==> src/sv/gm3_pkg.sv <==
// Shared types and constants of the 3x3 grayscale min/max filter.
// Used by the pixel and result channel interfaces and by every module of the block.
package gm3_pkg;

    localparam int IMAGE_WIDTH  = 512;
    localparam int IMAGE_HEIGHT = 512;
    localparam int PIX_W  = 16;
    localparam int COL_W  = $clog2(IMAGE_WIDTH);
    localparam int ROW_W  = $clog2(IMAGE_HEIGHT);
    localparam int PEND_W = $clog2(IMAGE_WIDTH + 2);

    typedef logic [PIX_W-1:0]  pix_t;
    typedef logic [COL_W-1:0]  col_t;
    typedef logic [ROW_W-1:0]  row_t;
    typedef logic [PEND_W-1:0] pend_t;

    localparam logic KIND_PIXEL = 1'b0;
    localparam logic KIND_FLUSH = 1'b1;

    localparam logic OP_MIN = 1'b0;
    localparam logic OP_MAX = 1'b1;

    localparam col_t  LAST_COL  = col_t'(IMAGE_WIDTH - 1);
    localparam row_t  LAST_ROW  = row_t'(IMAGE_HEIGHT - 1);
    localparam pend_t FULL_PEND = pend_t'(IMAGE_WIDTH + 1);
    localparam pend_t LINE_PEND = pend_t'(IMAGE_WIDTH);

    // One column of the 3x3 window: bot is the newest line, top the oldest.
    typedef struct packed {
        pix_t top;
        pix_t mid;
        pix_t bot;
    } tap_col_t;

    // Line store controls driven by the sequencer.
    typedef struct packed {
        logic pix_acc;
        logic lb1_rd_en;
        col_t lb1_rd_addr;
        col_t col;
        col_t prev_col;
    } lb_ctl_t;

    // Control of the word held between the input and the result register.
    typedef struct packed {
        logic valid;
        logic flush;
        logic interior;
        logic last;
    } s1_ctl_t;

endpackage

==> src/sv/gm3_if.sv <==
// Channel interfaces of the 3x3 grayscale min/max filter.
// Depends on gm3_pkg for the field widths.
interface gm3_pix_if import gm3_pkg::*; ();
    logic valid;
    logic ready;
    logic kind;
    pix_t pixel_value;

    modport source(output valid, output kind, output pixel_value, input ready);
    modport sink(input valid, input kind, input pixel_value, output ready);
endinterface


==> src/sv/gm3_ctrl.sv <==
// Sequencer: input handshake, frame position counters, pending count and
// the control of the word between the input stage and the result register.
// Depends on gm3_pkg and gm3_if.
module gm3_ctrl import gm3_pkg::*;
(
    input  logic      clk,
    input  logic      rst_n,
    gm3_pix_if.sink   pix,
    input  logic      out_free,
    output lb_ctl_t   lb_ctl,
    output s1_ctl_t   s1_ctl
);

    col_t    in_col_reg, in_col_next;
    row_t    in_row_reg, in_row_next;
    pend_t   pend_reg, pend_next;
    col_t    out_col_reg, out_col_next;
    row_t    out_row_reg, out_row_next;
    s1_ctl_t s1_reg, s1_next;

    logic word_acc;
    logic pix_acc;
    logic flush_acc;
    logic flush_hit;
    logic emit;

    assign pix.ready = !s1_reg.valid || out_free;

    always_comb
    begin
        word_acc  = pix.valid && pix.ready;
        pix_acc   = word_acc && (pix.kind == KIND_PIXEL);
        flush_acc = word_acc && (pix.kind == KIND_FLUSH);
        flush_hit = flush_acc && (in_col_reg == '0) && (in_row_reg == '0)
                    && (pend_reg != '0);
        emit      = (pix_acc && (pend_reg == FULL_PEND)) || flush_hit;

        in_col_next  = in_col_reg;
        in_row_next  = in_row_reg;
        pend_next    = pend_reg;
        out_col_next = out_col_reg;
        out_row_next = out_row_reg;
        s1_next      = s1_reg;

        if (pix_acc)
        begin
            if (in_col_reg == LAST_COL)
            begin
                in_col_next = '0;
                in_row_next = (in_row_reg == LAST_ROW) ? '0 : row_t'(in_row_reg + 1'b1);
            end
            else
            begin
                in_col_next = col_t'(in_col_reg + 1'b1);
            end
            if (!emit)
            begin
                pend_next = pend_t'(pend_reg + 1'b1);
            end
        end

        if (flush_hit)
        begin
            pend_next = pend_t'(pend_reg - 1'b1);
        end

        if (emit)
        begin
            if (out_col_reg == LAST_COL)
            begin
                out_col_next = '0;
                out_row_next = (out_row_reg == LAST_ROW) ? '0 : row_t'(out_row_reg + 1'b1);
            end
            else
            begin
                out_col_next = col_t'(out_col_reg + 1'b1);
            end
        end

        if (word_acc)
        begin
            s1_next.valid    = emit;
            s1_next.flush    = flush_acc;
            s1_next.interior = pix_acc && (out_row_reg != '0) && (out_row_reg != LAST_ROW)
                               && (out_col_reg != '0) && (out_col_reg != LAST_COL);
            s1_next.last     = (out_row_reg == LAST_ROW) && (out_col_reg == LAST_COL);
        end
        else if (out_free)
        begin
            s1_next.valid = 1'b0;
        end
    end

    // A flush with one line plus one pixel pending takes its pixel from the word that the
    // last pixel read; any other flush reads the line store behind the frame end.
    always_comb
    begin
        lb_ctl.pix_acc     = pix_acc;
        lb_ctl.lb1_rd_en   = pix_acc || (flush_hit && (pend_reg != FULL_PEND));
        lb_ctl.lb1_rd_addr = pix_acc ? in_col_reg : col_t'(LINE_PEND - pend_reg);
        lb_ctl.col         = in_col_reg;
        lb_ctl.prev_col    = (in_col_reg == '0) ? LAST_COL : col_t'(in_col_reg - 1'b1);
    end

    assign s1_ctl = s1_reg;

    always_ff @(posedge clk or negedge rst_n)
    begin
        if (!rst_n)
        begin
            in_col_reg  <= '0;
            in_row_reg  <= '0;
            pend_reg    <= '0;
            out_col_reg <= '0;
            out_row_reg <= '0;
            s1_reg      <= '0;
        end
        else
        begin
            in_col_reg  <= in_col_next;
            in_row_reg  <= in_row_next;
            pend_reg    <= pend_next;
            out_col_reg <= out_col_next;
            out_row_reg <= out_row_next;
            s1_reg      <= s1_next;
        end
    end

    a_pend_bound: assert property (@(posedge clk) disable iff (!rst_n)
        pend_reg <= FULL_PEND)
        else $error("pending count above one line plus one pixel");

    a_pix_emit: assert property (@(posedge clk) disable iff (!rst_n)
        (pix_acc && (pend_reg == FULL_PEND)) |=>
            (s1_reg.valid && !s1_reg.flush && (pend_reg == FULL_PEND)))
        else $error("pixel with full window did not produce a result");

    a_flush_drain: assert property (@(posedge clk) disable iff (!rst_n)
        flush_hit |=> (s1_reg.valid && (pend_reg == pend_t'($past(pend_reg) - 1'b1))))
        else $error("flush at frame end did not drain one pending pixel");

    a_row_step: assert property (@(posedge clk) disable iff (!rst_n)
        (pix_acc && (in_col_reg != LAST_COL)) |=> $stable(in_row_reg))
        else $error("input row moved inside a line");

    a_last_border: assert property (@(posedge clk) disable iff (!rst_n)
        (s1_reg.valid && s1_reg.last) |-> !s1_reg.interior)
        else $error("final pixel of a frame marked as interior");

endmodule

==> src/flat_wrapper.sv <==
// flat-port wrapper written by rule: the top's interface ports become plain ports
module gm3_ctrl_flat import gm3_pkg::*;
  (clk, rst_n, out_free, lb_ctl, s1_ctl, pix_valid, pix_kind, pix_pixel_value, pix_ready);
  gm3_pix_if pix_i ();
  input  logic clk;
  input  logic rst_n;
  input  logic out_free;
  output lb_ctl_t lb_ctl;
  output s1_ctl_t s1_ctl;
  input wire logic [$bits(pix_i.valid)-1:0] pix_valid;
  input wire logic [$bits(pix_i.kind)-1:0] pix_kind;
  input wire logic [$bits(pix_i.pixel_value)-1:0] pix_pixel_value;
  output wire logic [$bits(pix_i.ready)-1:0] pix_ready;
  assign pix_i.valid = pix_valid;
  assign pix_i.kind = pix_kind;
  assign pix_i.pixel_value = pix_pixel_value;
  assign pix_ready = pix_i.ready;
  gm3_ctrl u_core (.clk(clk), .rst_n(rst_n), .pix(pix_i), .out_free(out_free), .lb_ctl(lb_ctl), .s1_ctl(s1_ctl));
endmodule
==> config.mk <==
export PLATFORM = sky130hd
export DESIGN_NAME = gm3_ctrl_flat
export DESIGN_NICKNAME = d
export VERILOG_FILES = /design/src/sv/gm3_pkg.sv /design/src/sv/gm3_if.sv /design/src/sv/gm3_ctrl.sv /design/src/flat_wrapper.sv
export SDC_FILE = /design/constraint.sdc
export NUM_CORES = 1
export LEC_CHECK = 0
export ABC_CLOCK_PERIOD_IN_PS = 8200
export BUFFER_PORTS_ARGS = -buffer_cell sky130_fd_sc_hd__clkbuf_2
export CAP_MARGIN = 20
export CELL_PAD_IN_SITES_DETAIL_PLACEMENT = 1
export CELL_PAD_IN_SITES_GLOBAL_PLACEMENT = 1
export CORE_UTILIZATION = 46
export DETAILED_ROUTE_END_ITERATION = 10
export GPL_TIMING_DRIVEN = 0
export MAX_ROUTING_LAYER = met4
export PLACE_DENSITY = 0.87
export RECOVER_POWER = 25
export SETUP_SLACK_MARGIN = 0.2
export SLEW_MARGIN = 20
export SYNTH_ARGS = -nofsm -noshare
export SYNTH_HDL_FRONTEND = slang
export SYNTH_SLANG_ARGS = --single-unit
==> constraint.sdc <==
create_clock -name clk -period 8.2 [get_ports clk]
set_clock_uncertainty 0.15 [all_clocks]
set_input_delay 0.82 -clock clk [delete_from_list [all_inputs] [get_ports clk]]
set_output_delay 0.82 -clock clk [all_outputs]
set_load 0.01 [all_outputs]
# == Yosys cells after proc, flatten, opt, wreduce, memory -nomap -nowiden ==
# Cells that the tools add are included.
# op_classes
n_addsub,8
multipliers,0
div_mod_pow,0
magnitude_cmp,0
n_eq_ne,9
n_shift,0
n_mux,11
n_bitwise,1
reduce_logical,27
# ops
op,n
$mux W9,6
$add A9 B1 Y9 const B,4
$eq A9 B9 Y1 const B,4
$mux W10,3
$logic_not A9 Y1,2
$ne A9 B9 Y1 const B,2
$reduce_bool A9 Y1,2
$logic_and A1 B1 Y1,13
$add A10 B1 Y10 const B,1
$eq A10 B10 Y1 const B,1
$ne A10 B10 Y1 const B,1
$reduce_bool A10 Y1,1
$sub A10 B1 Y10 const B,1
$sub A1 B9 Y9 const A,1
$sub A9 B1 Y9 const B,1
$reduce_and A2 Y1,3
$reduce_bool A2 Y1,2
$logic_or A1 B1 Y1,3
$mux W1,2
$ne A2 B1 Y1 const B,1
$logic_not A1 Y1,1
$not A1 Y1,1
# word_totals
register_bits,50
latchBits,0
ramBits,0
romBits,0
in_bits,21
output_inout_bits,34
n_memories,0

# == Depth between registers and ports, before layout ==
# depth
depth_word,11
mapped_depth,12
mapped_depth_nobuf,11

# == Worst setup path after synthesis ==
# Ideal clock, no wire load.
# synth_timing
path_kind,register to register
start,register u_core.in_col_reg[0]
end,register u_core.pend_reg[8]
setup_ns,0.128
t_arrival_ns,3.500
path_slack_ns,4.422
stages_incl_launch_ff,13
n_path_buf,1
period_less_slack_ns,3.778
cell_sequence,dfrtp_1 > inv_1 > ha_1 > or4b_4 > or2_1 > buf_2 > nor4_4 > ha_1 > a21oi_1 > o211ai_1 > o41ai_1 > xnor2_1 > mux2_1
# synth_via
elab_chain_cells,7
elab_cells_between_ends,9
# synth_rtl
element,line_no,text
"start, declared",gm3_ctrl.sv:14,"col_t in_col_reg, in_col_next;"
"start signal, assigned",gm3_ctrl.sv:120,in_col_reg <= in_col_next;
$logic_not A9 Y1 (*),gm3_ctrl.sv:34,flush_hit = flush_acc && (in_col_reg == '0) && (in_row_reg == '0)
$logic_and A1 B1 Y1 (*) (2 in a row),gm3_ctrl.sv:34,
$logic_and A1 B1 Y1 (*),gm3_ctrl.sv:35,&& (pend_reg != '0);
$logic_or A1 B1 Y1,gm3_ctrl.sv:36,emit = (pix_acc && (pend_reg == FULL_PEND)) || flush_hit;
$ne A2 B1 Y1 (no line),n/a,
$reduce_and A2 Y1 (no line),n/a,
"end signal, assigned",gm3_ctrl.sv:122,pend_reg <= pend_next;
"end, declared",gm3_ctrl.sv:16,"pend_t pend_reg, pend_next;"
# Every way passes the cells marked *; elsewhere a longest branch is shown, timed or not.
# A chain may end at the register's enable or synchronous reset.

# == Worst setup path after layout ==
# layout_timing
start,register u_core.in_col_reg[0]
end,register u_core.pend_reg[9]
# Same word-level chain as after synthesis.

==> qor.csv <==
stage;metric;value;unit
run_status;status;complete, but fails checks;
run_status;failing checks;max-capacitance violations, max-slew violations;
synthesis;Ys Warns;0;
worst_setup_path;crit path kind;reg2reg;
final_layout;# diodes;0;
floorplan;Starting Density;48.86;%
synthesis;synthesized flop and latch total;50;
synthesis;ys async rst share;100.0;%
drt;Post-route DRC;0;
timing;Tcrit/Tclk final;52.91;%
drt;via count;3080;
hold_path;Worst Hold Class;reg2reg;
grt;number of global-route vias before repair;3244;
synthesis;number of flops mapped to enable cells by yosys;0;
worst_setup_path;CP max stage delay;0.82;ns
worst_setup_path;CP required;8.28;ns
clock_network;clk root buf;clkbuf_8;
synthesis;cell taking the most area after synthesis;dfrtp_1;
synthesis;post-synthesis sequential area ratio;36.87;%
drt;DRT antenna net count;0;
final_layout;Area Growth Syn to Fin;12.35;%
timing;Slew HR;-84.65;%
drt;WL per Instance;17.21;um
synthesis;Syn Area/Cell;8.634;um^2
drt;Vias/cell;5.757;
final_layout;layout net count;483;
synthesis;Syn Inst Count;393;
final_layout;max reg flops;10;
grt;largest net degree at the start of global routing;51;
clock_network;postcts setup bufs;0;
timing;Slew @ Worst Pin;2.770;ns
worst_setup_path;kind of end point of the critical path;flop;
worst_setup_path;crit path to;u_core.pend_reg[9];
timing;setup TNS;0;ns
floorplan;Die H;87.89;um
clock_network;Sink Count;50;
worst_setup_path;CP dominant cell by count;ha_1;
synthesis;Post-Syn Nets;438;
worst_setup_path;worst-path fanout max;13;
grt;GRT Overall Usage;26.53;%
worst_setup_path;Worst setup SP type;flop;
grt;initial antenna violation count;0;
grt;first-pass GRT wire length;15.50;mm
placed_design;placed instance count;527;
floorplan;Core ar.;6944;um^2
timing;Final Hold Viols;0;
clock_network;CTS tree;done;
job;max-cap viol count;1;
timing;highest clock rate;0.2305;GHz
timing;Tmin final;4.338;ns
clock_network;Resized cells post-CTS;0;
worst_setup_path;FF-to-FF Start;u_core.in_col_reg[0];
worst_setup_path;worst path cell trace;inv_1 -> ha_1 -> or4b_4 -> or2_1 -> buf_2 -> nor4_4 -> ha_1 -> a211oi_1 -> o211ai_1 -> a41oi_1 -> mux2i_1 -> xnor2_1;
final_layout;Final Non-Filler Cells;535;
worst_setup_path;CP max stage cell;nor4_4;
worst_setup_path;Reg-to-Reg End;u_core.pend_reg[9];
synthesis;count leader, synth;dfrtp_1;
timing;count of final setup violators;0;
final_layout;Layout Utilization;54.90;%
grt;GRT overflow;0;
timing;pins over their slew limit;51;
clock_network;clk_lat worst skew;0.31;ns
timing;Hold Worst Slack;0.3362;ns
clock_network;hold buffer count at CTS;0;
worst_setup_path;crit path DAT;4.42;ns
drt;DR pass1 iterations;4;
worst_setup_path;crit path launch;u_core.in_col_reg[0];
worst_setup_path;Reg2Reg Setup Slack;3.86;ns
worst_setup_path;worst reg-to-reg path cell count;12;
clock_network;clock-pin slew on the worst setup and hold paths;0.10;ns
floorplan;# rows;30;
timing;RSZ-0062 raised after global routing;no;
clock_network;clock buffer depth;2;
pwr;PwrDens;206.8;nW/um^2
synthesis;post-synthesis cell area;3393;um^2
synthesis;top cell type's share of synthesized area;36.87;%
synthesis;synth unique cells;51;
drt;final wirelength;9.206;mm
placed_design;GPL Wtd Cong;0.8386;
synthesis;ranking of synthesized cells by area;dfrtp_1 (37%), ha_1 (8.5%), nand2_1 (4.3%), nor2_1 (3.9%), o21ai_0 (3.7%);
pwr;leakage;1.801;nW
floorplan;die area;7724;um^2
floorplan;die width;87.89;um
drt;drt first-iter violations;114;
placed_design;IO buf count;38;
clock_network;H-tree depth;2;
pwr;maximum VDD drop;0.1102;mV
floorplan;io pins;55;
placed_design;DP Wirelength;6.881;mm
synthesis;commonest cells in the netlist;dfrtp_1 (50), nand2_1 (39), nor2_1 (35);
final_layout;layout cells sized above 1;14.58;%
synthesis;ys flop type;dfrtp_1;
clock_network;Num CTS Buffers;5;
-- critical path: cells and delay by family (launching register included) --
family | cells | cell delay (ns)
simple gates | 3 | 1.50
compound gates | 3 | 0.82
fa+ha+maj | 2 | 0.57
flops | 1 | 0.45
buf+inv | 2 | 0.35
mux | 1 | 0.26
xor+xnor | 1 | 0.14
-- metrics by stage --
stage / power [mW] / area, um^2 / setup slack (ns)
CTS: 0.7962 / 3816 / 3.840
global placement: 0.5990 / 3704 / 4.027
finish: 0.7883 / 3812 / 3.862
detailed placement: 0.6122 / 3706 / 3.866
floorplan: 0.5053 / 3393 / 4.422
global route: 0.8400 / 3812 / 3.594
-- per-layer routing --
metal | share of wire, % | track usage, %
met5 | 0 | -
met4 | 1.2 | 6.557
met3 | 1.9 | 2.639
met2 | 53 | 48.13
met1 | 43 | 31.34
-- worst min path at each step --
stage,start,end,slack [ns],cells after the start
6_report,u_core.s1_ctl[0],u_core.s1_ctl[0],0.34,2
5_1_grt,u_core.s1_ctl[0],u_core.s1_ctl[0],0.38,2
4_1_cts,u_core.s1_ctl[0],u_core.s1_ctl[0],0.35,2
3_5_place_dp,u_core.s1_ctl[0],u_core.s1_ctl[0],0.33,2
3_3_place_gp,u_core.s1_ctl[0],u_core.s1_ctl[0],0.31,2
2_1_floorplan,u_core.out_row_reg[7],u_core.out_row_reg[7],0.32,1
-- cell usage in the layout (no fill, tap or decap), types with 2 or more instances in the layout --
| cell | instances |
|---|---|
| a2111oi_0 | 2 |
| o31ai_1 | 7 |
| a31oi_1 | 4 |
| mux2_1 | 10 |
| a21oi_1 | 20 |
| nand3_1 | 18 |
| buf_1 | 3 |
| or3_1 | 2 |
| xor2_1 | 9 |
| o211ai_1 | 3 |
| o31ai_2 | 3 |
| clkbuf_2 | 37 |
| nand2_1 | 39 |
| nand2b_1 | 10 |
| nor3_1 | 6 |
| nor4b_1 | 2 |
| and3_1 | 14 |
| o21ai_1 | 25 |
| nor2_1 | 35 |
| clkbuf_1 | 12 |
| mux2_2 | 3 |
| o21ai_0 | 25 |
| or4_1 | 2 |
| xnor2_1 | 13 |
| ha_1 | 23 |
| nor4_1 | 7 |
| buf_2 | 7 |
| dfrtp_1 | 50 |
| clkbuf_8 | 5 |
| inv_1 | 17 |
| a21o_1 | 2 |
-- where the power goes --
part	total [mW]	switching [mW]	internal, mW
registers	0.306	0.0334	0.273
logic	0.305	0.181	0.124
clock network	0.177	0.0857	0.0912
total	0.788	0.300	0.488
-- cell families after synthesis --
logic type	share of synthesized area, %
mux	4.609
buf+inv	4.572
xor+xnor	5.679
fa+ha+maj	9.071
compound gates	16.59
flops	36.87
simple gates	22.60
-- area by class of cell --
type                    instances  area (um^2)
clock inverters                 2        37.54
inverters                      17        63.81
clock buffers                   6        72.57
repair buffers                 38        188.9
multi-input cells             305         1987
fillers                       860         3132
flip-flops and latches         50         1251
well taps                      96        120.1
plain buffers                  21        91.34
Power figures use the tool's default switching activity.
