==> src/sv/gm3_pkg.sv <==
// Shared types and constants of the 3x3 grayscale min/max filter.
// Used by the pixel and result channel interfaces and by every module of the block.
package gm3_pkg;

    localparam int IMAGE_WIDTH  = 512;
    localparam int IMAGE_HEIGHT = 512;
    localparam int PIX_W  = 16;
    localparam int COL_W  = $clog2(IMAGE_WIDTH);
    localparam int ROW_W  = $clog2(IMAGE_HEIGHT);
    localparam int PEND_W = $clog2(IMAGE_WIDTH + 2);

    typedef logic [PIX_W-1:0]  pix_t;
    typedef logic [COL_W-1:0]  col_t;
    typedef logic [ROW_W-1:0]  row_t;
    typedef logic [PEND_W-1:0] pend_t;

    localparam logic KIND_PIXEL = 1'b0;
    localparam logic KIND_FLUSH = 1'b1;

    localparam logic OP_MIN = 1'b0;
    localparam logic OP_MAX = 1'b1;

    localparam col_t  LAST_COL  = col_t'(IMAGE_WIDTH - 1);
    localparam row_t  LAST_ROW  = row_t'(IMAGE_HEIGHT - 1);
    localparam pend_t FULL_PEND = pend_t'(IMAGE_WIDTH + 1);
    localparam pend_t LINE_PEND = pend_t'(IMAGE_WIDTH);

    // One column of the 3x3 window: bot is the newest line, top the oldest.
    typedef struct packed {
        pix_t top;
        pix_t mid;
        pix_t bot;
    } tap_col_t;

    // Line store controls driven by the sequencer.
    typedef struct packed {
        logic pix_acc;
        logic lb1_rd_en;
        col_t lb1_rd_addr;
        col_t col;
        col_t prev_col;
    } lb_ctl_t;

    // Control of the word held between the input and the result register.
    typedef struct packed {
        logic valid;
        logic flush;
        logic interior;
        logic last;
    } s1_ctl_t;

endpackage

==> src/sv/gm3_if.sv <==


interface gm3_res_if import gm3_pkg::*; ();
    logic valid;
    logic ready;
    pix_t pixel_out;
    logic last_out;

    modport source(output valid, output pixel_out, output last_out, input ready);
    modport sink(input valid, input pixel_out, input last_out, output ready);
endinterface


==> src/sv/gm3_window.sv <==
// Window taps, 9-way min/max compare and the result register.
// Depends on gm3_pkg and gm3_if.
module gm3_window import gm3_pkg::*;
(
    input  logic      clk,
    input  logic      rst_n,
    input  logic      tap_shift,
    input  pix_t      pixel_value,
    input  pix_t      lb1_q,
    input  pix_t      lb2_q,
    input  s1_ctl_t   s1_ctl,
    input  logic      op_select,
    output logic      out_free,
    gm3_res_if.source res
);

    pix_t     x_reg;
    tap_col_t col1_reg;
    tap_col_t col2_reg;
    tap_col_t col0;

    logic out_valid_reg, out_valid_next;
    pix_t out_pix_reg, out_pix_next;
    logic out_last_reg;

    pix_t l1_a, l1_b, l1_c, l1_d;
    pix_t l2_a, l2_b;
    pix_t l3_a;
    pix_t win_val;

    function automatic pix_t pick(input pix_t a, input pix_t b, input logic op);
        if (op == OP_MAX)
        begin
            return (a > b) ? a : b;
        end
        return (a < b) ? a : b;
    endfunction

    assign col0 = '{top: lb2_q, mid: lb1_q, bot: x_reg};

    always_ff @(posedge clk)
    begin
        if (tap_shift)
        begin
            x_reg    <= pixel_value;
            col1_reg <= col0;
            col2_reg <= col1_reg;
        end
    end

    always_comb
    begin
        l1_a    = pick(col0.top, col0.mid, op_select);
        l1_b    = pick(col0.bot, col1_reg.top, op_select);
        l1_c    = pick(col1_reg.bot, col2_reg.top, op_select);
        l1_d    = pick(col2_reg.mid, col2_reg.bot, op_select);
        l2_a    = pick(l1_a, l1_b, op_select);
        l2_b    = pick(l1_c, l1_d, op_select);
        l3_a    = pick(l2_a, l2_b, op_select);
        win_val = pick(l3_a, col1_reg.mid, op_select);
    end

    assign out_free = !out_valid_reg || res.ready;

    always_comb
    begin
        out_valid_next = out_valid_reg;
        if (out_free)
        begin
            out_valid_next = s1_ctl.valid;
        end

        if (s1_ctl.interior)
        begin
            out_pix_next = win_val;
        end
        else if (s1_ctl.flush)
        begin
            out_pix_next = col0.mid;
        end
        else
        begin
            out_pix_next = col1_reg.mid;
        end
    end

    always_ff @(posedge clk or negedge rst_n)
    begin
        if (!rst_n)
        begin
            out_valid_reg <= 1'b0;
        end
        else
        begin
            out_valid_reg <= out_valid_next;
        end
    end

    always_ff @(posedge clk)
    begin
        if (out_free && s1_ctl.valid)
        begin
            out_pix_reg  <= out_pix_next;
            out_last_reg <= s1_ctl.last;
        end
    end

    assign res.valid     = out_valid_reg;
    assign res.pixel_out = out_pix_reg;
    assign res.last_out  = out_last_reg;

endmodule

==> src/flat_wrapper.sv <==
// flat-port wrapper written by rule: the top's interface ports become plain ports
module gm3_window_flat import gm3_pkg::*;
  (clk, rst_n, tap_shift, pixel_value, lb1_q, lb2_q, s1_ctl, op_select, out_free, res_valid, res_pixel_out, res_last_out, res_ready);
  gm3_res_if res_i ();
  input  logic clk;
  input  logic rst_n;
  input  logic tap_shift;
  input  pix_t pixel_value;
  input  pix_t lb1_q;
  input  pix_t lb2_q;
  input  s1_ctl_t s1_ctl;
  input  logic op_select;
  output logic out_free;
  output wire logic [$bits(res_i.valid)-1:0] res_valid;
  output wire logic [$bits(res_i.pixel_out)-1:0] res_pixel_out;
  output wire logic [$bits(res_i.last_out)-1:0] res_last_out;
  input wire logic [$bits(res_i.ready)-1:0] res_ready;
  assign res_valid = res_i.valid;
  assign res_pixel_out = res_i.pixel_out;
  assign res_last_out = res_i.last_out;
  assign res_i.ready = res_ready;
  gm3_window u_core (.clk(clk), .rst_n(rst_n), .tap_shift(tap_shift), .pixel_value(pixel_value), .lb1_q(lb1_q), .lb2_q(lb2_q), .s1_ctl(s1_ctl), .op_select(op_select), .out_free(out_free), .res(res_i));
endmodule
==> config.mk <==
export PLATFORM = sky130hd
export DESIGN_NAME = gm3_window_flat
export DESIGN_NICKNAME = d
export VERILOG_FILES = /design/src/sv/gm3_pkg.sv /design/src/sv/gm3_if.sv /design/src/sv/gm3_window.sv /design/src/flat_wrapper.sv
export SDC_FILE = /design/constraint.sdc
export NUM_CORES = 1
export LEC_CHECK = 0
export BUFFER_PORTS_ARGS = -buffer_cell sky130_fd_sc_hd__buf_2
export CORE_MARGIN = 2
export CORE_UTILIZATION = 25
export CTS_BUF_LIST = sky130_fd_sc_hd__clkbuf_8
export DETAILED_ROUTE_END_ITERATION = 8
export PLACE_DENSITY = 0.39
export SLEW_MARGIN = 25
export SYNTH_ARGS = -nofsm -noshare
export SYNTH_HDL_FRONTEND = slang
export SYNTH_SLANG_ARGS = --single-unit
export TNS_END_PERCENT = 50
==> constraint.sdc <==
create_clock -name clk -period 8.88 [get_ports clk]
set_clock_uncertainty 0.1 [all_clocks]
set_input_delay 0.444 -clock clk [delete_from_list [all_inputs] [get_ports clk]]
set_output_delay 0.444 -clock clk [all_outputs]
set_load 0.03 [all_outputs]
; ---- Word level (Yosys, flattened, before mapping)
; Index checks and enable logic that the tools add are counted.
[totals]
input_bits = 57
latchBits = 0
memories = 0
out_inout_bits = 19
mem_bits_rw = 0
reg_bits = 130
mem_bits_ro = 0
[classes]
bitwise = 0
n_addsub = 0
eq_ne = 0
n_mux = 35
n_div = 0
n_shift = 0
reduce_logical = 3
multipliers = 0
magnitude_cmp = 16
[ops]
columns = cell, n
row1 = $mux 16, 34
row2 = $gt 16x16->1, 8
row3 = $lt 16x16->1, 8
row4 = $logic_and 1x1->1, 1
row5 = $logic_not 1->1, 1
row6 = $logic_or 1x1->1, 1
row7 = $mux 1, 1

; ---- Depth between registers and ports, before layout
; Gate-level depths: netlist of run 1.
[logic_depth]
word_depth = 17
mapped_depth = 41
ltp_nobuf = 35

; ---- Least setup slack after synthesis of run 1
; OpenSTA, ideal clock, no wires.
[synth_path]
path_type = input to register
from = input lb1_q[13]
to = register u_core.out_pix_reg[12] (netlist: u_core.res.pixel_out[12]) (data pin)
t_arrival_ns = 9.107
path_buffers = 5
path_slack_ns = -0.588
stages = 37
required_ns = 8.519
setup_ns = 0.261
cell_sequence = inv_1 > ha_1 > a21o_1 > a21o_1 > a2111oi_0 > a31oi_1 > a21oi_1 > buf_2 > mux2_2 > ha_1 > a21oi_1 > o21a_1 > o21ai_0 > or3_1 > o2bb2ai_1 > clkbuf_1 > a22oi_1 > o21a_1 > ha_1 > nor2b_1 > o211ai_1 > a2111o_1 > o211ai_1 > mux2i_1 > clkbuf_1 > clkbuf_1 > mux2_2 > ha_1 > nor2b_1 > o21ai_0 > a21oi_1 > o221ai_1 > a31oi_1 > a21boi_1 > clkbuf_1 > o22ai_1 > a221o_1
[synth_via]
elab_chain_len = 17
elab_cells_between_ends = 25
cone_classes = 8 x order compare / 17 x mux
[synth_rtl]
columns = item, line
row1 = start: declaration, flat_wrapper.sv:9  ; input pix_t lb1_q;
row2 = $gt 16x16->1, gm3_window.sv:34  ; return (a > b) ? a : b;
row3 = $mux 16, gm3_window.sv:34
row4 = $mux 16, gm3_window.sv:32  ; if (op == OP_MAX)
row5 = $mux 16 *, gm3_window.sv:36  ; return (a < b) ? a : b;
row6 = $gt 16x16->1, gm3_window.sv:34
row7 = $mux 16, gm3_window.sv:34
row8 = $mux 16, gm3_window.sv:32
row9 = $mux 16 *, gm3_window.sv:36
row10 = [2 not listed], --
row11 = $mux 16, gm3_window.sv:32
row12 = $mux 16 *, gm3_window.sv:36
row13 = $gt 16x16->1, gm3_window.sv:34
row14 = $mux 16, gm3_window.sv:34
row15 = $mux 16, gm3_window.sv:32
row16 = $mux 16 *, gm3_window.sv:36
row17 = $mux 16 *, gm3_window.sv:73  ; if (s1_ctl.interior)
row18 = named net u_core.out_pix_next[12], gm3_window.sv:23  ; pix_t out_pix_reg, out_pix_next;
row19 = end signal: assignment, gm3_window.sv:103  ; out_pix_reg <= out_pix_next;
row20 = end: declaration, gm3_window.sv:23
; Mark *: on every way through the listed nets, which the timed path passes. The rest lies on a longest branch. The select of a mux whose other input is x is not followed.
; A chain may end at the register's enable or synchronous reset.

; ---- Worst setup path after layout of run 1
[layout_path]
from = register u_core.col1_reg[15] (netlist bit)
to = register u_core.out_pix_reg[9] (netlist: u_core.res.pixel_out[9]) (data pin)
[layout_via]
elab_chain_len = 17
elab_cells_between_ends = 25
cone_classes = 8 x order compare / 17 x mux
[layout_rtl]
columns = item, line
row1 = start: declaration, gm3_window.sv:18  ; tap_col_t col1_reg;
row2 = start signal: assignment, gm3_window.sv:46  ; col1_reg <= col0;
row3 = $gt 16x16->1, gm3_window.sv:34
row4 = $mux 16, gm3_window.sv:34
row5 = $mux 16, gm3_window.sv:32
row6 = $mux 16 *, gm3_window.sv:36
row7 = $gt 16x16->1, gm3_window.sv:34
row8 = $mux 16, gm3_window.sv:34
row9 = $mux 16, gm3_window.sv:32
row10 = $mux 16 *, gm3_window.sv:36
row11 = [2 not listed], --
row12 = $mux 16, gm3_window.sv:32
row13 = $mux 16 *, gm3_window.sv:36
row14 = $gt 16x16->1, gm3_window.sv:34
row15 = $mux 16, gm3_window.sv:34
row16 = $mux 16, gm3_window.sv:32
row17 = $mux 16 *, gm3_window.sv:36
row18 = $mux 16 *, gm3_window.sv:73
row19 = named net u_core.out_pix_next[9], gm3_window.sv:23
; Marks and branches as above.

==> run metrics, run 1 <==
DR vias/cell 4.69; register area share after synthesis 0.414; synthesized area 9430 um2; post-route setup TNS 0 ns; register bit total from synthesis 130; worst setup path class reg2reg; synth-to-layout area growth 50.0%; root buffer cell clkbuf_8; Die Y 198 um; GP Congestion 0.873; nets@finish 1461; Async S/R FF share, synth 0.00769; layout cells sized above 1 0.448; worst-path fanout max 24; setup violators final 0; Die W 198 um; Slew Viols, Final 0; wire per inst 19.3 um; syn_area_per_cell 10.5 um2; latest clock arrival within the worst-skew pair 0.47 ns; design internal power 1.83 mW; Layout Utilization 0.378; Via Count 8434; fin crit share 0.983; gr ovfl total 0; slew at the pin closest to its max-slew limit 0.913 ns; Max Root-Sink Buffers 2; RSZ-0062 raised after global routing yes; top cell type's share of synthesized area 0.411; final WL 34700 um; Slowest-stage cell, CP or4_4; TritonRoute pass-1 iters 5; Syn Nets 1079; # diodes 0; most common cell after layout, fill and taps aside buf_4; ys flop type edfxtp_1; CTS buffer count 17; Comb power frac 0.562; initial antenna violation count 0; slowest stage delay, CP 0.52 ns; Max Cap Viol 0; vias in the first global route 8529; Rows 71; Worst Setup Start Kind flip-flop; Filler Cell Count 3758; Net Sw Power 1.15 mW; post-DP HPWL 28000 um; commonest non-fill, non-tap cells in the layout 289 x buf_4, 129 x edfxtp_1, 100 x ha_1; Final Hold Viols 0; Cell Pwr Density 211 nW/um2; hold_ws 0.0412 ns; TritonCTS clock tree built; Clock Sinks 130; Crit path top cell by count buf_4; post-synthesis mux area share 0.0758; CTS H-Tree Depth 4; pin count of the biggest net entering global routing 63; Sw Ratio 0.385; I/O pin cnt 76; EDFF count, synth 129; simple-gate share of the synthesized area 0.0891; Tmin final 8.73 ns; Slew HR 0.391; largest family of logic cells by synthesized area compound AO/OA/AOI/OAI gates; clock power share 0.172; DRC Markers 0; Peak supply drop 99.6 uV; CP endpoint kind flip-flop; 1st-iter DRT viols 420; Crit path required time 8.98 ns; Reg power frac 0.266; leakage power 6.08 nW; yosys warns 0; cells after synthesis 894; Synth Area in XOR/XNOR 0; largest cells by area after synthesis edfxtp_1 41%, ha_1 17%, inv_1 4.0%; worst hold path type in2reg; largest area contributor in the netlist edfxtp_1; die area 39300 um2; Compound-Gate Fraction of Synth Area 0.199; Tot GR Track Use 0.177; synth unique cells 63; Critical Path AT 8.83 ns; first-pass GRT wire length 50600 um; outcome finished, final reports clean; PortBufs 75; Clk pin slew, worst setup/hold paths 0.09 ns; total core area 37400 um2; adder-cell share of the synthesized area 0.170; Max Clk Rate 0.115 GHz; starting density of the core 0.252; antenna viol nets, final 0
==> metrics by stage <==
| step | cells | power [mW] | setup WS [ns] | cell area, um2 |
|---|---|---|---|---|
| floorplan | 894 | 1.51 | 0.0474 | 9450 |
| global placement | 1731 | 2.16 | -0.761 | 12500 |
| detailed placement | 1731 | 2.16 | -0.841 | 12500 |
| CTS | 1781 | 2.80 | 0.00287 | 13300 |
| global route | 1800 | 3.17 | -0.204 | 14100 |
| finish | 1800 | 2.98 | 0.150 | 14100 |
==> cell families (layout without fill, tap and decap cells) <==
| kind of cell | Yosys count | in the layout |
|---|---|---|
| AOI/OAI and AO/OA | 278 | 278 |
| and+or+nand+nor | 170 | 170 |
| DFF | 130 | 130 |
| adders and majority gates | 128 | 128 |
| buffers and inverters | 125 | 520 |
| muxes | 63 | 63 |
==> power by group through the flow <==
| stage | combinational [mW] | sequential [mW] | clock [mW] |
|---|---|---|---|
| after floorplan | 0.694 | 0.814 | 0 |
| after global placement | 1.36 | 0.804 | 0 |
| after detailed placement | 1.36 | 0.804 | 0 |
| after CTS | 1.48 | 0.791 | 0.529 |
| after global routing | 1.82 | 0.799 | 0.550 |
| final | 1.67 | 0.793 | 0.511 |
==> worst max-delay path, delay by kind of cell, from the launching register on <==
family | cells | cell delay (ns)
compound gates | 16 | 3.62
buf+inv | 8 | 1.27
simple gates | 8 | 1.53
mux | 2 | 0.56
flops | 1 | 0.48
fa+ha+maj | 4 | 0.88
==> layout make-up <==
type                            count  area [um2]  area share
Multi-Input combinational cell    639        5960       0.422
Clock inverter                     15         144      0.0102
Tap cell                          511         639      0.0452
Inverter                          101         379      0.0268
Timing Repair Buffer              387        2880       0.204
Clock buffer                       17         234      0.0166
Sequential cell                   130        3900       0.276
==> cell usage after synthesis, types with 19 or more instances <==
| master | instances |
|---|---|
| ha_1 | 128 |
| mux2i_1 | 32 |
| a22oi_1 | 28 |
| a21oi_1 | 58 |
| o21ai_0 | 49 |
| inv_1 | 100 |
| nand2_1 | 63 |
| nor2_1 | 20 |
| clkbuf_1 | 19 |
| nand4_1 | 34 |
| edfxtp_1 | 129 |
| mux2_2 | 27 |
==> routing by layer <==
| metal | global-route usage | routed length, um | share of wire |
|---|---|---|---|
| met1 | 0.230 | 16200 | 0.47 |
| met2 | 0.304 | 16800 | 0.49 |
| met3 | 0.0232 | 757 | 0.022 |
| met4 | 0.0532 | 956 | 0.028 |
| met5 | 0 | 0 | 0 |
==> path summary, 6_finish.rpt <==
| check | start | to | slack (ns) | cells after the start |
|---|---|---|---|---|
| worst min register to register | u_core.x_reg[0] | u_core.col1_reg[0] | 0.37 | 0 |
| worst min-delay path | pixel_value[11] | u_core.x_reg[11] | 0.04 | 1 |
| worst max-delay path | u_core.col1_reg[15] | u_core.res.pixel_out[9] | 0.15 | 38 |
| max in group asynchronous | rst_n | u_core.res.valid | 8.41 | 2 |
| min in group asynchronous | rst_n | u_core.res.valid | 0.19 | 2 |
| worst max register to register | u_core.col1_reg[15] | u_core.res.pixel_out[9] | 0.15 | 38 |
==> what timing repair did <==
action | CTS | global route
cloned | 4 | 1
gates resized for setup | 62 | 133
pin swaps | 20 | 39
setup endpoints to repair | 16 | 16
hold endpoints to repair | 1 | 0
hold buffers | 1 | 0
buffers inserted | 13 | 20
Power figures use the tool's default switching activity.
==> run 2, diff against run 1 <==
--- a/config.mk
+++ b/config.mk
@@ -10,6 +10,7 @@
 export CORE_UTILIZATION = 25
 export CTS_BUF_LIST = sky130_fd_sc_hd__clkbuf_8
 export DETAILED_ROUTE_END_ITERATION = 8
+export MAX_ROUTING_LAYER = met4
 export PLACE_DENSITY = 0.39
 export SLEW_MARGIN = 25
 export SYNTH_ARGS = -nofsm -noshare
==> run 2 against run 1 <==
Net effect: register-to-register slack got worse by 0.04 ns; non-clock buffer count fell by 3; global-route usage rose by 0.53 points; clock power barely moved; largest power group unchanged.
==> run metrics, run 2 (same netlist as run 1, synthesis figures left out) <==
worst r2r src u_core.col2_reg[27]; Slowest-stage cell, CP edfxtp_1; Placed Cells 1731 (unchanged); PortBufs 75 (unchanged); CTS buffer count 17 (unchanged); Filler Cell Count 3760 (+0.053%); reg2reg path depth 39 (+2.6%); slowest stage delay, CP 0.51 ns (about the same); leakage power 6.06 nW (-0.39%); vias in the first global route 8531 (+0.023%); most common cell after layout, fill and taps aside buf_4; Max Clk Rate 0.114 GHz (-0.45%); pin count of the biggest net entering global routing 63 (unchanged); root buffer cell clkbuf_8; initial antenna violation count 0 (unchanged); fin cells 1797 (-0.17%); GP Congestion 0.887 (+1.6%); nets@finish 1458 (-0.21%); Rows 71 (unchanged); Clock Sinks 130 (unchanged); commonest non-fill, non-tap cells in the layout 286 x buf_4, 129 x edfxtp_1, 101 x ha_1; Clk pin slew, worst setup/hold paths 0.09 ns (about the same); wire per inst 19.3 um (about the same); Worst R2R Setup Slack 0.11 ns (-0.04 ns); Max Root-Sink Buffers 2 (unchanged); worst-path fanout max 6 (-75%); Worst Setup Start Kind flip-flop; die area 39300 um2 (unchanged); TritonCTS clock tree built; slew at the pin closest to its max-slew limit 0.905 ns (-0.00750 ns); starting density of the core 0.252 (unchanged); gr ovfl total 0 (unchanged); CP endpoint kind flip-flop; worst setup path class reg2reg; Tot GR Track Use 0.182 (+0.00531); layout cells sized above 1 0.448 (-0.000509); final WL 34700 um (-0.15%); outcome finished, final reports clean; Slew Viols, Final 0 (unchanged); worst hold path type in2reg; Die Y 198 um (unchanged); 1st-iter DRT viols 406 (-3.3%); fin crit share 0.988 (+0.00449); setup violators final 0 (unchanged); Final Hold Viols 0 (unchanged); post-DP HPWL 28000 um (unchanged); CTS H-Tree Depth 4 (unchanged); TritonRoute pass-1 iters 5 (unchanged); antenna viol nets, final 0 (unchanged); first-pass GRT wire length 50600 um (about the same); DR vias/cell 4.70 (+0.27%); total core area 37400 um2 (unchanged); Slew HR 0.396 (+0.00500); Cell Pwr Density 211 nW/um2 (+0.25%); reg2reg end u_core.res.pixel_out[9]; min-delay src pixel_value[11]; I/O pin cnt 76 (unchanged); Max Cap Viol 0 (unchanged); end of the worst hold path u_core.x_reg[11]; DRC Markers 0 (unchanged); Via Count 8443 (+0.11%); Die W 198 um (unchanged); Min-Delay Path Depth 1 (unchanged); Peak supply drop 95.5 uV (-4.1%); Crit path required time 8.99 ns (about the same); Tmin final 8.77 ns (+0.0398 ns); Critical Path AT 8.88 ns (+0.05 ns); RSZ-0062 raised after global routing yes; latest clock arrival within the worst-skew pair 0.47 ns (about the same); # diodes 0 (unchanged); Power, Total 2.98 mW (about the same); register area 3900 um2 (unchanged); synth-to-layout area growth 49.7%; area of the multi-input gates 5960 um2 (about the same)
[run 2: timing repair]
item | in CTS | in global routing
endpoints found under the setup margin | 16 | 16
resized for setup | 62 | 132
buffers inserted | 13 | 17
hold buffers | 1 | 0
cloned | 4 | 1
endpoints found under the hold margin | 1 | 0
pin swaps | 20 | 38
[run 2: worst max-delay path by stage]
stage | endpoint | startpoint | slack (ns)
6_report | u_core.res.pixel_out[9] | u_core.col2_reg[27] | 0.11
5_1_grt | u_core.res.pixel_out[10] | u_core.col2_reg[28] | -0.23
4_1_cts | u_core.res.pixel_out[9] | u_core.col2_reg[27] | 0.003
3_5_place_dp | u_core.res.pixel_out[9] | lb1_q[9] | -0.84
3_3_place_gp | u_core.res.pixel_out[11] | lb1_q[9] | -0.76
2_1_floorplan | u_core.res.pixel_out[12] | lb1_q[13] | 0.05
[run 2: report_power, final]
part	switching [mW]	internal (mW)	total (mW)
Combinational	0.837	0.839	1.68
Sequential	0.0460	0.747	0.793
Clock	0.266	0.246	0.512
Total	1.15	1.83	2.98
[run 2: metrics by stage]
stage               utilization  hold slack, ns  cell area, um2  TNS [ns]  worst slack (ns)
finish                    0.377          0.0407           14100         0             0.110
global route              0.377          0.0103           14100     -2.72            -0.228
floorplan                     -          0.0484            9450         0            0.0474
CTS                       0.355         0.00505           13300         0           0.00287
global placement          0.333           0.120           12500    -11.03            -0.761
detailed placement        0.333           0.121           12500    -12.50            -0.841
[run 2: final cells by class]
cell class / count / area share
timing repair buffer: 384 / 0.202
tap: 511 / 0.0453
inverter: 101 / 0.0269
clock buffer: 17 / 0.0166
sequential: 130 / 0.276
clock inverter: 15 / 0.0102
multi-input combinational: 639 / 0.423
[run 2: worst max-delay path: cells and delay by family, from the launching register on]
kind            cells  cell delay [ns]
compound gates     19             3.97
buf+inv             9             1.47
fa+ha+maj           4             1.04
mux                 3             0.75
simple gates        4             0.63
flops               1             0.51
[run 2: metal layers]
layer | wire length, um | share of wire | GRT usage | up-vias
met2 | 16800 | 0.48 | 0.305 | 150
li1 | - | - | - | 4221
met1 | 16000 | 0.46 | 0.230 | 4031
met3 | 821 | 0.024 | 0.0228 | 41
met5 | 0 | 0 | - | -
met4 | 996 | 0.029 | 0.0532 | 0
==> run 3, diff against run 2 <==
--- a/config.mk
+++ b/config.mk
@@ -7,11 +7,12 @@
 export LEC_CHECK = 0
 export BUFFER_PORTS_ARGS = -buffer_cell sky130_fd_sc_hd__buf_2
 export CORE_MARGIN = 2
-export CORE_UTILIZATION = 25
-export CTS_BUF_LIST = sky130_fd_sc_hd__clkbuf_8
+export CORE_UTILIZATION = 57
+export CTS_BUF_LIST = sky130_fd_sc_hd__clkbuf_2 sky130_fd_sc_hd__clkbuf_4 sky130_fd_sc_hd__clkbuf_8
 export DETAILED_ROUTE_END_ITERATION = 8
+export GPL_TIMING_DRIVEN = 0
 export MAX_ROUTING_LAYER = met4
-export PLACE_DENSITY = 0.39
+export PLACE_DENSITY = 0.77
 export SLEW_MARGIN = 25
 export SYNTH_ARGS = -nofsm -noshare
 export SYNTH_HDL_FRONTEND = slang
==> run 3 against run 2 <==
Net effect: total power decreased by 4.8%; non-clock buffer count decreased by 181; clock power increased by 1%; the run now ends with negative setup slack left; register-to-register slack got worse by 0.41 ns; combinational power decreased by 9%; sequential power decreased by 0.9%; first-iteration DRC count increased by 110%; utilization increased by 38 points; wire length decreased by 12%; flip-flop and latch count unchanged.
==> run metrics, run 3 (same netlist as run 1, synthesis figures left out) <==
CTS buffer count 17 (unchanged); root buffer cell clkbuf_8; Max Root-Sink Buffers 2 (unchanged); initial antenna violation count 0 (unchanged); worst hold path type in2reg; commonest non-fill, non-tap cells in the layout 129 x edfxtp_1, 115 x ha_1, 97 x inv_1; Via Count 8528 (+1.0%); I/O pin cnt 76 (unchanged); Critical Path AT 9.28 ns (+0.40 ns); wire per inst 23.1 um (+20%); Max Clk Rate 0.109 GHz (-4.5%); Placed Cells 1190 (-31%); Max Cap Viol 0 (unchanged); post-DP HPWL 21100 um (-25%); CTS H-Tree Depth 4 (unchanged); DRC Markers 0 (unchanged); nets@finish 1277 (-12%); DR vias/cell 6.44 (+37%); Clk pin slew, worst setup/hold paths 0.08 ns (about the same); Clock Sinks 130 (unchanged); Slew HR 0.306 (-0.0901); Die W 133 um (-33%); Die Y 133 um (-33%); # diodes 0 (unchanged); die area 17600 um2 (-55%); Worst Setup Start Kind flip-flop; Layout Utilization 0.754 (+0.376); synth-to-layout area growth 30.7%; gr ovfl total 0 (unchanged); setup violators final 16 (+16); vias in the first global route 8375 (-1.8%); Filler Cell Count 1083 (-71%); fin crit share 1.03 (+0.0463); latest clock arrival within the worst-skew pair 0.47 ns (about the same); final WL 30600 um (-12%); worst-path fanout max 10 (+4); 1st-iter DRT viols 842 (+110%); Slowest-stage cell, CP or4_1; Crit path top cell by count clkbuf_8; CP endpoint kind flip-flop; antenna viol nets, final 0 (unchanged); RSZ-0062 raised after global routing yes; fin cells 1325 (-26%); Final Hold Viols 0 (unchanged); slew at the pin closest to its max-slew limit 1.04 ns (+0.135 ns); slowest stage delay, CP 0.52 ns (about the same); Rows 47 (-34%); Final WS setup -0.300 ns (-0.411 ns); Tmin final 9.18 ns (+0.411 ns); TritonRoute pass-1 iters 8 (+3); Cell Pwr Density 230 nW/um2 (+9.0%); outcome finished with violations; layout cells sized above 1 0.337 (-0.111); Crit path required time 8.98 ns (about the same); first-pass GRT wire length 45500 um (-10%); GP Congestion 0.954 (+7.5%); PortBufs 75 (unchanged); Peak supply drop 123 uV (+29%); violations in the final reports negative setup slack; total core area 16300 um2 (-56%); starting density of the core 0.577 (+0.325); pin count of the biggest net entering global routing 71 (+13%); Tot GR Track Use 0.354 (+0.172); leakage power 5.27 nW (-13%); TritonCTS clock tree built; most common cell after layout, fill and taps aside edfxtp_1; worst setup path class reg2reg; Slew Viols, Final 0 (unchanged)
==> run 3: cell count changes in the layout (fill, tap and decap cells not counted), moves of 5 or more <==
cell      delta
buf_4      -198
mux2i_1     +15
clkbuf_8    +14
ha_1        +14
ha_4        -13
mux2i_2      -9
buf_6        -8
a22oi_1      -7
a22oi_2      +7
mux2i_4      -6
clkbuf_1     +5
==> run 3: routing by layer <==
metal,vias to the layer above,wire length [um],GRT usage
met1,4075,11700,0.432
met5,-,0,-
met3,113,2830,0.0621
li1,3879,-,-
met2,461,14400,0.559
met4,0,1680,0.195
==> run 3: report_power, final <==
| part | internal [mW] | total [mW] | switching [mW] | leakage (nW) |
|---|---|---|---|---|
| combinational | 0.696 | 1.53 | 0.836 | 3.80 |
| clock | 0.252 | 0.519 | 0.267 | 0.194 |
| sequential | 0.746 | 0.786 | 0.0401 | 1.27 |
| total | 1.69 | 2.84 | 1.14 | 5.27 |
==> run 3: final timing paths <==
check	start	endpoint	slack [ns]	cells past startpoint
max reg2reg	u_core.col1_reg[9]	u_core.res.pixel_out[6]	-0.30	42
max	u_core.col1_reg[9]	u_core.res.pixel_out[6]	-0.30	42
min reg2reg	u_core.x_reg[0]	u_core.col1_reg[0]	0.37	0
min in group asynchronous	rst_n	u_core.res.valid	0.23	2
max in group asynchronous	rst_n	u_core.res.valid	8.36	2
min	pixel_value[5]	u_core.x_reg[5]	0.05	1
==> run 3: cell type report <==
class                      instances  area [um2]  area share
buffer                            24         265      0.0215
clock buffer                      17         234      0.0190
clock inverter                    15         156      0.0127
inverter                         101         379      0.0308
multi-input combinational        639        5830       0.473
sequential                       130        3900       0.316
tap                              220         275      0.0223
timing repair buffer             179        1280       0.104
==> run 3: repair_timing <==
action / in CTS / in global routing
pin swaps: 67 / 11
gates resized for setup: 176 / 29
hold buffers: 1 / 0
endpoints found under the hold margin: 1 / 0
setup endpoints to repair: 16 / 16
gates cloned: 7 / 1
buffers inserted: 81 / 13
==> run 3: through the flow <==
stage,hold WS [ns],setup TNS [ns],setup WS [ns],cell area [um2],power [mW]
4_1_cts,0.0342,0,0.00590,12100,2.70
2_1_floorplan,0.0484,0,0.0474,9450,1.51
6_report,0.0506,-4.29,-0.300,12300,2.84
3_3_place_gp,0.119,-31.31,-2.13,10100,1.79
5_1_grt,0.0406,-7.07,-0.483,12300,2.95
3_5_place_dp,0.121,-33.36,-2.28,10100,1.81
==> run 3: worst max-delay path, delay by kind of cell, from the launching register on <==
family,cells,cell delay [ns]
muxes,2,0.39
DFF,1,0.50
buffers and inverters,11,1.88
adders and majority gates,4,1.15
AOI/OAI and AO/OA,17,2.96
and+or+nand+nor,8,1.89
